==> src/hw/rtl/gww_pkg.sv <==
// ----------------------------------------------------------------------------
// gww_pkg
// Shared types, register indexes and byte helpers of the word wrap unit.
// ----------------------------------------------------------------------------
`timescale 1ns / 1ps
`default_nettype none

package gww_pkg;

	// inserted and input line break byte
	localparam logic [7:0] NEWLINE_BYTE = 8'd10;

	// results per input beat are capped at this count
	localparam int unsigned CNT_W = 6;
	localparam logic [CNT_W-1:0] RESULT_LIMIT = 6'd63;

	// configuration register indexes
	localparam logic REG_LINE_WIDTH = 1'b0;
	localparam logic REG_DROP_NL    = 1'b1;

	// reset values of the registers
	localparam logic [5:0] LINE_WIDTH_RST = 6'd40;

	// sequencer states, one-hot
	typedef enum logic [3:0] {
		ST_IDLE  = 4'b0001,
		ST_CHECK = 4'b0010,
		ST_READ  = 4'b0100,
		ST_FLUSH = 4'b1000
	} state_t;

	// ASCII letter or digit
	function automatic logic is_word_byte(input logic [7:0] b);
		return (b >= 8'h30 && b <= 8'h39) || (b >= 8'h41 && b <= 8'h5A) ||
			(b >= 8'h61 && b <= 8'h7A);
	endfunction

endpackage

`default_nettype wire

==> src/hw/rtl/greedy_word_wrap_unit.sv <==
// A beat that causes no break frees the input once the check state returns to
// idle. A break of L bytes streams out with its newline at one result per
// cycle from the single line store read port, unless the output stalls.
// The input is stalled from acceptance until the last result is handed over.
// Reset clears the fill count and control; line width returns to 40, drop off.
// ----------------------------------------------------------------------------
// greedy_word_wrap_unit
// Collects text bytes in a circular line store and emits wrapped lines,
// breaking after the last non-alphanumeric byte, or after all if none is held.
// ----------------------------------------------------------------------------
`timescale 1ns / 1ps
`default_nettype none

module greedy_word_wrap_unit #(
	parameter int unsigned MAX_WIDTH = 60
) (
	input  wire logic       clk,
	input  wire logic       arst_n,
	// configuration
	input  wire logic       cfg_we,
	input  wire logic       cfg_index,
	input  wire logic [5:0] cfg_data,
	// input channel
	input  wire logic       in_valid,
	output logic            in_stall,
	input  wire logic [7:0] text_byte,
	input  wire logic       end_of_text,
	// output channel
	output logic            out_valid,
	input  wire logic       out_stall,
	output logic [7:0]      out_byte,
	output logic            run_last
);

	localparam int unsigned AW = $clog2(MAX_WIDTH);
	localparam int unsigned CW = $clog2(MAX_WIDTH + 1);
	localparam int unsigned SW = CW + 1;

	// configuration registers
	logic [5:0] line_width_q;
	logic       drop_nl_q;

	// store bookkeeping
	logic [AW-1:0] head_q;
	logic [CW-1:0] fill_q;
	logic [CW-1:0] sep_q;   // bytes up to and including the last separator

	// sequencer
	gww_pkg::state_t      state_q;
	logic                 first_q;
	logic                 last_q;
	logic [AW-1:0]        rd_ptr_q;
	logic [CW-1:0]        rem_q;
	logic                 rv_s1;
	logic [7:0]           rdata_s1;
	logic [gww_pkg::CNT_W-1:0] cnt_q;

	// held result and output register
	logic       pend_v_q;
	logic [7:0] pend_byte_q;
	logic       out_valid_q;
	logic [7:0] out_byte_q;
	logic       run_last_q;

	logic [7:0] mem [MAX_WIDTH];

	logic          in_acc;
	logic          adv;
	logic          has_room;
	logic [CW-1:0] w_eff;
	logic [SW-1:0] tail_sum;
	logic [AW-1:0] wr_addr;
	logic [CW-1:0] chunk_len;
	logic [SW-1:0] head_sum;
	logic [AW-1:0] head_nxt;
	logic [AW-1:0] rd_ptr_nxt;
	logic          take;
	logic          issue;
	logic          emit_req;
	logic [7:0]    emit_byte;
	logic          emit_ok;
	logic          push;
	logic [7:0]    push_byte;
	logic          push_last;

	assign in_stall  = (state_q != gww_pkg::ST_IDLE);
	assign in_acc    = in_valid && !in_stall;
	assign adv       = !out_valid_q || !out_stall;
	assign out_valid = out_valid_q;
	assign out_byte  = out_byte_q;
	assign run_last  = run_last_q;
	assign has_room  = (fill_q < CW'(MAX_WIDTH));

	// effective width, clamped to 1..MAX_WIDTH
	always_comb begin
		if (line_width_q == 6'd0) begin
			w_eff = CW'(1);
		end else if ({1'b0, line_width_q} > 7'(MAX_WIDTH)) begin
			w_eff = CW'(MAX_WIDTH);
		end else begin
			w_eff = CW'(line_width_q);
		end
	end

	// circular address arithmetic
	always_comb begin
		tail_sum = SW'(head_q) + SW'(fill_q);
		if (tail_sum >= SW'(MAX_WIDTH)) begin
			tail_sum = tail_sum - SW'(MAX_WIDTH);
		end
		wr_addr = tail_sum[AW-1:0];

		chunk_len = (sep_q != '0) ? sep_q : fill_q;
		head_sum  = SW'(head_q) + SW'(chunk_len);
		if (head_sum >= SW'(MAX_WIDTH)) begin
			head_sum = head_sum - SW'(MAX_WIDTH);
		end
		head_nxt = head_sum[AW-1:0];

		rd_ptr_nxt = (rd_ptr_q == AW'(MAX_WIDTH - 1)) ? '0 : rd_ptr_q + AW'(1);
	end

	// break decision: width break once per beat, then flush on end of text
	assign take  = (first_q && fill_q >= w_eff) || (last_q && fill_q != '0);
	assign issue = (state_q == gww_pkg::ST_READ) && adv && (rem_q != '0);

	// result producer: stored byte, or closing newline of the chunk
	always_comb begin
		emit_req  = 1'b0;
		emit_byte = gww_pkg::NEWLINE_BYTE;
		if (state_q == gww_pkg::ST_READ && adv) begin
			if (rv_s1) begin
				emit_req  = !(drop_nl_q && rdata_s1 == gww_pkg::NEWLINE_BYTE);
				emit_byte = rdata_s1;
			end else if (rem_q == '0) begin
				emit_req = 1'b1;
			end
		end
		emit_ok = emit_req && (cnt_q < gww_pkg::RESULT_LIMIT);
	end

	// held result moves on when a newer one arrives, or as the final one
	always_comb begin
		push      = 1'b0;
		push_byte = pend_byte_q;
		push_last = 1'b0;
		if (emit_ok && pend_v_q) begin
			push = 1'b1;
		end else if (state_q == gww_pkg::ST_FLUSH && adv && pend_v_q) begin
			push      = 1'b1;
			push_last = 1'b1;
		end
	end

	// line store: one write, one registered read
	always_ff @(posedge clk) begin
		if (in_acc && has_room) begin
			mem[wr_addr] <= text_byte;
		end
		if (issue) begin
			rdata_s1 <= mem[rd_ptr_q];
		end
	end

	// configuration
	always_ff @(posedge clk or negedge arst_n) begin
		if (!arst_n) begin
			line_width_q <= gww_pkg::LINE_WIDTH_RST;
			drop_nl_q    <= 1'b0;
		end else if (cfg_we) begin
			unique case (cfg_index)
				gww_pkg::REG_LINE_WIDTH: line_width_q <= cfg_data;
				gww_pkg::REG_DROP_NL:    drop_nl_q    <= cfg_data[0];
				default:                 ;
			endcase
		end
	end

	// output register
	always_ff @(posedge clk or negedge arst_n) begin
		if (!arst_n) begin
			out_valid_q <= 1'b0;
		end else begin
			out_valid_q <= push || (out_valid_q && out_stall);
		end
	end

	always_ff @(posedge clk) begin
		if (push) begin
			out_byte_q <= push_byte;
			run_last_q <= push_last;
		end
	end

	// sequencer and store bookkeeping
	always_ff @(posedge clk or negedge arst_n) begin
		if (!arst_n) begin
			state_q     <= gww_pkg::ST_IDLE;
			head_q      <= '0;
			fill_q      <= '0;
			sep_q       <= '0;
			first_q     <= 1'b0;
			last_q      <= 1'b0;
			rd_ptr_q    <= '0;
			rem_q       <= '0;
			rv_s1       <= 1'b0;
			cnt_q       <= '0;
			pend_v_q    <= 1'b0;
			pend_byte_q <= '0;
		end else begin
			// newest result is held until the next one or the end of the beat
			if (emit_ok) begin
				cnt_q       <= cnt_q + gww_pkg::CNT_W'(1);
				pend_byte_q <= emit_byte;
				pend_v_q    <= 1'b1;
			end

			unique case (state_q)
				gww_pkg::ST_IDLE: begin
					if (in_acc) begin
						cnt_q   <= '0;
						first_q <= 1'b1;
						last_q  <= end_of_text;
						if (has_room) begin
							fill_q <= fill_q + CW'(1);
							if (!gww_pkg::is_word_byte(text_byte)) begin
								sep_q <= fill_q + CW'(1);
							end
						end
						state_q <= gww_pkg::ST_CHECK;
					end
				end
				gww_pkg::ST_CHECK: begin
					if (take) begin
						head_q   <= head_nxt;
						fill_q   <= fill_q - chunk_len;
						sep_q    <= '0;
						rd_ptr_q <= head_q;
						rem_q    <= chunk_len;
						rv_s1    <= 1'b0;
						first_q  <= 1'b0;
						state_q  <= gww_pkg::ST_READ;
					end else if (pend_v_q) begin
						state_q <= gww_pkg::ST_FLUSH;
					end else begin
						state_q <= gww_pkg::ST_IDLE;
					end
				end
				gww_pkg::ST_READ: begin
					if (adv) begin
						if (rem_q != '0) begin
							rd_ptr_q <= rd_ptr_nxt;
							rem_q    <= rem_q - CW'(1);
							rv_s1    <= 1'b1;
						end else begin
							rv_s1 <= 1'b0;
							if (!rv_s1) begin
								state_q <= gww_pkg::ST_CHECK;
							end
						end
					end
				end
				gww_pkg::ST_FLUSH: begin
					if (adv) begin
						pend_v_q <= 1'b0;
						state_q  <= gww_pkg::ST_IDLE;
					end
				end
				default: begin
					state_q <= gww_pkg::ST_IDLE;
				end
			endcase
		end
	end

endmodule

`default_nettype wire

==> config.mk <==
export PLATFORM = sky130hd
export DESIGN_NAME = greedy_word_wrap_unit
export DESIGN_NICKNAME = d
export VERILOG_FILES = /design/src/hw/rtl/gww_pkg.sv /design/src/hw/rtl/greedy_word_wrap_unit.sv
export SDC_FILE = /design/constraint.sdc
export NUM_CORES = 1
export LEC_CHECK = 0
export ABC_CLOCK_PERIOD_IN_PS = 10370
export BUFFER_PORTS_ARGS = -buffer_cell sky130_fd_sc_hd__buf_2
export CORE_ASPECT_RATIO = 1.4
export CORE_MARGIN = 3
export CORE_UTILIZATION = 50
export CTS_BUF_LIST = sky130_fd_sc_hd__clkbuf_16
export CTS_CLUSTER_SIZE = 10
export DETAILED_ROUTE_END_ITERATION = 8
export PLACE_DENSITY_LB_ADDON = 0.12
export SLEW_MARGIN = 20
export SYNTH_ARGS = -nofsm -noshare
export SYNTH_HDL_FRONTEND = slang
export SYNTH_SLANG_ARGS = --single-unit
==> constraint.sdc <==
create_clock -name clk -period 10.37 [get_ports clk]
set_input_delay 0.5185 -clock clk [delete_from_list [all_inputs] [get_ports clk]]
set_output_delay 0.5185 -clock clk [all_outputs]
set_load 0.05 [all_outputs]
==> impl_metrics.yaml, run 1 <==
cts:
  hold_buffers: 0
  cts_resized: 0
  clockRootBuffer: "clkbuf_16"
  numCtsBuffers: 66
  post_cts_buffers: 0
  cts_tree: "built"
  cts_sinks: 557
  cts_buffer_depth: 3
  clk_pin_slew_worst_paths_ns: 0.06
  cts_max_level: 3
  clk_latency_ns: 0.59
pwr:
  peakVddDrop_mv: 0.206
  power_density_nw_per_um2: 294
  leakage_uw: 0.00862
cells_and_area:
  design_area_sq_um: 26000
  syn_to_final_growth_pct: 11.1
  antennaDiodeCount: 0
  final_util_pct: 56.4
  design.final.nets: 1427
  drive_gt1_share_pct: 22.2
detailed_routing:
  via_per_inst: 6.01
  ant_nets: 0
  routedWlPerCell_um: 26.8
  vias: 12090
  drtPass1Iterations: 4
  finalWirelength_um: 53900
  drtIter0Drc: 958
  drc: 0
synth:
  avgSynthCellArea_sq_um: 17.8
  ys_top_cells_by_area: "edfxtp_1 (64%), mux4_2 (14%), dfrtp_1 (6.1%), nor2_1 (1.8%), ha_1 (1.6%)"
  synthArstFlopShare_pct: 10.8
  synth_seq_cells: 557
  synth_top_flop_cell: "edfxtp_1"
  yosysSeqAreaShare_pct: 70.1
  syn_inst: 1318
  yosys_warnings: 0
  synth_nets: 1372
  yosysTopAreaCell: "edfxtp_1"
  synth_top_area_share_pct: 63.7
  synthesis.area_sq_um: 23400
  synth_edf_count: 497
  synth_cell_types: 71
min_path:
  hp-class: "in -> async"
placement:
  io_buffer_count: 31
  hpwl_um: 33500
  placed_area_sq_um: 24200
  gp_congestion: 0.833
timing:
  final.setup.tns_ns: 0
  slew_headroom_pct: 31.4
  worstMarginPinSlew_ns: 1.03
  finalSetupViolCount: 0
  maxSlewViolCount: 0
  grt_setup_unrepaired: "no"
  hold_viol_final: 0
  fmax_ghz: 0.210
  skew_ns: 0.0354
  post-route-period-util_pct: 46.0
  fin_crit_ns: 4.77
floorplanning:
  fp.coreArea_sq_um: 46200
  dieArea_sq_um: 49500
  boundaryPins: 32
  rows: 93
  die_w_um: 189
  initial_core_util_pct: 50.7
  die_h_um: 262
setup_path:
  cp_data_required_time_ns: 10.57
  critPathCaptureType: "flop"
  crit_type: "reg -> reg"
  start_kind: "flop"
  crit_fanout: 9
  cp.arrival_ns: 4.97
run:
  drv_cap: 0
global_route:
  grt_pass1_wl_um: 81700
  grtUsageTotal_pct: 22.4
  grt.busiest_layer: "met2"
  overflow: 0
  gr-usage-met1_pct: 28.2
  grt_pass1_vias: 12542
  grt_max_degree: 65
  grt_util_met3_pct: 3.34
  grtUsageMet2_pct: 39.7
  antenna_found_initial: 0
status:
  status: "completed"
-- cell usage after synthesis, drive strengths merged (3+ instances only) --
cell,number
a211oi,9
a21o,13
a21oi,46
a31oi,6
and2,3
and3,4
buf,24
clkbuf,38
dfrtp,57
dfstp,3
edfxtp,497
fa,3
ha,30
inv,34
mux2,13
mux2i,16
mux4,149
nand2,53
nand2b,8
nand3,15
nand3b,5
nand4,7
nor2,110
nor2b,11
nor3,13
nor3b,3
nor4,7
nor4b,3
o21a,4
o21ai,64
o22ai,4
o31a,3
o31ai,9
or2,3
or3,6
xnor2,10
xor2,8
-- final timing paths --
path                                       startpoint                       to  slack (ns)  cells after the start
max in group asynchronous                      arst_n  rd_ptr_q[1]$_DFFE_PN0P_        9.66                      2
max                             fill_q[1]$_DFFE_PN0P_     mem[44][4]$_DFFE_PP_        5.60                     10
max reg2reg                     fill_q[1]$_DFFE_PN0P_     mem[44][4]$_DFFE_PP_        5.60                     10
min                                            arst_n     sep_q[0]$_DFFE_PN0P_        0.09                      2
min reg2reg                pend_byte_q[4]$_DFFE_PN0P_    out_byte[4]$_DFFE_PP_        0.45                      0
min in group clk                          end_of_text       last_q$_DFFE_PN0P_        0.13                      3
-- per-layer routing --
layer / part of all wire, % / routed length, um
met4: 2.8 / 1530
met1: 40 / 21600
met3: 4.1 / 2190
met5: 0 / 0
met2: 53 / 28600
-- registers in the layout, summed over array words and instances (netlist names), 4 cells and up --
register	count
head_q	6
pend_byte_q	8
sep_q	6
line_width_q	6
cnt_q	6
rd_ptr_q	6
fill_q	6
mem	480
state_q	4
rem_q	6
out_byte	8
rdata_s1	8
-- placed cells by master, fill, tap and decap left out, types with 3 or more instances in the layout --
master,n
a211oi_1,8
a21o_1,12
a21oi_1,46
a31oi_1,5
and2_1,3
and3_1,3
buf_2,31
buf_4,18
clkbuf_16,68
dfrtp_1,54
dfstp_2,3
edfxtp_1,497
fa_1,3
ha_1,30
inv_1,51
mux2_2,13
mux2i_1,16
mux4_2,149
nand2_1,50
nand2_2,3
nand2b_1,8
nand3_1,14
nand3b_1,5
nand4_1,6
nor2_1,110
nor2b_1,11
nor3_1,13
nor3b_1,3
nor4_1,7
o21a_1,4
o21ai_0,64
o22ai_1,4
o31ai_1,9
or2_2,3
or3_1,4
xnor2_1,10
xor2_1,8
-- stage by stage --
stage / total power [uW] / worst slack, ns / hold slack [ns] / std cells
6_report: 7640 / 5.60 / 0.0864 / 2010
5_1_grt: 8020 / 5.39 / 0.144 / 2010
4_1_cts: 7710 / 5.59 / 0.0813 / 2010
3_5_place_dp: 5700 / 5.62 / 0.432 / 1922
3_3_place_gp: 5680 / 5.68 / 0.436 / 1922
2_1_floorplan: 4890 / 6.64 / 0.223 / 1318
-- cell type report --
| cell class | instances | area (sq um) |
|---|---|---|
| flip-flops and latches | 557 | 16400 |
| repair buffers | 49 | 290 |
| well taps | 617 | 772 |
| clock inverters | 20 | 97.6 |
| fillers | 3481 | 20200 |
| clock buffers | 68 | 1700 |
| inverters | 34 | 128 |
| multi-input cells | 665 | 6610 |
-- report_power, final --
part / internal, uW / switching (uW)
combinational: 1140 / 1580
clock: 1160 / 835
sequential: 2690 / 238
-- logic make-up (layout without fill, tap and decap cells) --
logic type	Yosys count	count (layout)	share of synthesized area [%]
mux	178	178	15.6
xor+xnor	18	18	0.673
flops	557	557	70.1
fa+ha+maj	33	33	1.86
buf+inv	96	171	1.76
compound gates	179	179	4.77
simple gates	257	257	5.21
-- critical path, cell delays in order (launching register included) --
cell and delay [ns]:
dfrtp_1 0.60, ha_1 0.31, a211o_1 0.34, and2_1 0.22, nor2_1 0.26, ha_1 0.33
nand2_1 0.11, nor4_1 0.42, a211oi_4 0.11, nand3b_1 0.77, nor2_1 0.90
Note: power is estimated with default switching activity, not from simulation.
==> run 2: changes to the inputs <==
--- a/config.mk
+++ b/config.mk
@@ -5,7 +5,7 @@
 export SDC_FILE = /design/constraint.sdc
 export NUM_CORES = 1
 export LEC_CHECK = 0
-export ABC_CLOCK_PERIOD_IN_PS = 10370
+export ABC_CLOCK_PERIOD_IN_PS = 4500
 export BUFFER_PORTS_ARGS = -buffer_cell sky130_fd_sc_hd__buf_2
 export CORE_ASPECT_RATIO = 1.4
 export CORE_MARGIN = 3
==> constraint.sdc (replaced) <==
create_clock -name clk -period 4.5 [get_ports clk]
set_input_delay 0.225 -clock clk [delete_from_list [all_inputs] [get_ports clk]]
set_output_delay 0.225 -clock clk [all_outputs]
set_load 0.05 [all_outputs]
==> run 2 against run 1 <==
Net effect:
- power is 130% higher
- final area up 2.3%
- clock power increased by 120%
- first-iteration DRC count shrank 2.3%
- count of clock-buffer cells in the layout is 6 lower
- hold slack got worse by 0.067 ns
- die area unchanged
- sequential share of layout area decreased by 1.4 points
- clock skew up 0.010 ns
- sequential power is 130% higher
- largest power group is now combinational cells
==> impl_metrics.yaml, run 2 (synthesized netlist as in run 1, its figures left out) <==
status:
  status: "completed"
timing:
  fin_crit_ns: 4.25
  holdWs_ns: 0.0196
  final.setup.tns_ns: 0
  fmax_ghz: 0.235
  maxSlewViolCount: 0
  skew_ns: 0.0454
  hold_viol_final: 0
  grt_setup_unrepaired: "no"
  finalSetupViolCount: 0
  slew_headroom_pct: 27.3
  worstMarginPinSlew_ns: 1.09
  setup_slack_ns: 0.250
  post-route-period-util_pct: 94.4
setup_path:
  r2r_cells: 11
  cp.arrival_ns: 4.46
  worstReg2RegStart: "head_q[1]$_DFFE_PN0P_"
  critPathCaptureType: "flop"
  critPathLaunch: "head_q[1]$_DFFE_PN0P_"
  cp-endpoint: "mem[22][2]$_DFFE_PP_"
  cp_data_required_time_ns: 4.71
  regToRegSetupSlack_ns: 0.25
  crit_fanout: 8
  crit_type: "reg -> reg"
  start_kind: "flop"
  timing.rr.end: "mem[22][2]$_DFFE_PP_"
pwr:
  p_seq_share_pct: 37.8
  leakage_uw: 0.00902
  swShare_pct: 35.1
  p_total_uw: 17700
  power_density_nw_per_um2: 665
  clkPwrFrac_pct: 24.3
  comb_power_share_pct: 37.9
  p_sw_uw: 6210
  peakVddDrop_mv: 0.421
  p_int_uw: 11500
cts:
  cts_sinks: 557
  clk_latency_ns: 0.61
  clk_pin_slew_worst_paths_ns: 0.06
  cts_max_level: 2
  clockRootBuffer: "clkbuf_16"
  cts_tree: "built"
  cts_buffer_depth: 3
  numCtsBuffers: 61
global_route:
  grt_pass1_vias: 12947
  grt_pass1_wl_um: 82400
  grtUsageTotal_pct: 22.7
  antenna_found_initial: 2
  overflow: 0
  grt_max_degree: 62
detailed_routing:
  vias: 12434
  routedWlPerCell_um: 26.4
  ant_nets: 0
  drtIter0Drc: 936
  drtPass1Iterations: 5
  drc: 0
  via_per_inst: 5.94
  finalWirelength_um: 55300
placement:
  gp_congestion: 0.867
  placed_area_sq_um: 24800
  place_ws_ns: 0.230
  io_buffer_count: 31
  hpwl_um: 36300
run:
  drv_cap: 0
cells_and_area:
  drive_gt1_share_pct: 25.7
  antennaDiodeCount: 0
  design.final.nets: 1505
  design_area_sq_um: 26600
  regMostFlops: "mem"
  largest_reg_flops: 480
  multi_input_area_sq_um: 6620
  syn_to_final_growth_pct: 13.7
  regArea_sq_um: 16400
  mostFrequentLayoutCells: "edfxtp_1 (497), mux4_2 (149), nor2_1 (104), buf_4 (86), o21ai_0 (64)"
  layout_commonest_cell: "edfxtp_1"
  nFillCells: 3481
floorplanning:
  dieArea_sq_um: 49500
  rows: 93
  initial_core_util_pct: 50.7
  boundaryPins: 32
  die_w_um: 189
  fp.coreArea_sq_um: 46200
  die_h_um: 262
min_path:
  hp-class: "in -> reg"
[run 2: changes by cell type in the layout (fill, tap and decap cells not counted), sizes merged]
cell         delta
clkinv          +1
dlygate4sd3    +11
buf            +72
clkbuf          -6
inv             +5
[run 2: worst min-delay path by stage]
| stage | from | endpoint | depth (start not counted) |
|---|---|---|---|
| 6_report | text_byte[1] | mem[26][1]$_DFFE_PP_ | 1 |
| 5_1_grt | text_byte[1] | mem[26][1]$_DFFE_PP_ | 1 |
| 4_1_cts | text_byte[1] | mem[20][1]$_DFFE_PP_ | 1 |
| 3_5_place_dp | pend_byte_q[3]$_DFFE_PN0P_ | out_byte[3]$_DFFE_PP_ | 0 |
| 3_3_place_gp | end_of_text | last_q$_DFFE_PN0P_ | 3 |
| 2_1_floorplan | arst_n | cnt_q[0]$_DFF_PN0_ | 0 |
[run 2: worst max-delay path: stages (launching register included)]
cell and delay, ns:
dfrtp_1 0.44, ha_1 0.31, a211o_1 0.35, and2_1 0.22, nor2_1 0.24, ha_1 0.33
nand2_1 0.10, o31a_2 0.14, or3_4 0.37, a31oi_4 0.49, nand2_1 0.25, nor2_1 0.63
[run 2: timing repair]
item / in CTS / in global routing
gates resized for setup: 0 / 6
endpoints found under the hold margin: 67 / 0
setup buffers: 0 / 0
hold buffers: 11 / 0
endpoints found under the setup margin: 0 / 39
[run 2: routing by layer]
layer	up-vias	global-route usage, %	routed length [um]
li1	5522	-	-
met4	2	10.6	2820
met5	-	0	13
met1	6392	27.9	21000
met2	394	39.5	28400
met3	124	3.74	3070
[run 2: final cells by class]
class	instances	share of cell area, %
flip-flops and latches	557	61.7
multi-input cells	665	24.9
clock buffers	62	5.82
repair buffers	132	3.72
well taps	617	2.90
clock inverters	26	0.512
inverters	34	0.479
[run 2: through the flow]
stage                     utilization, %  instances
after CTS                           57.6       2093
after floorplan                        -       1318
final                               57.7       2093
after global placement              53.7       1994
after global routing                57.7       2093
after detailed placement            53.7       1994
[run 2: power by group through the flow]
stage	sequential (uW)	combinational, uW	clock (uW)
CTS	6710	6750	4400
global placement	6800	6670	0
floorplan	6450	4810	0
finish	6690	6720	4310
global route	6760	7260	4580
detailed placement	6810	6700	0
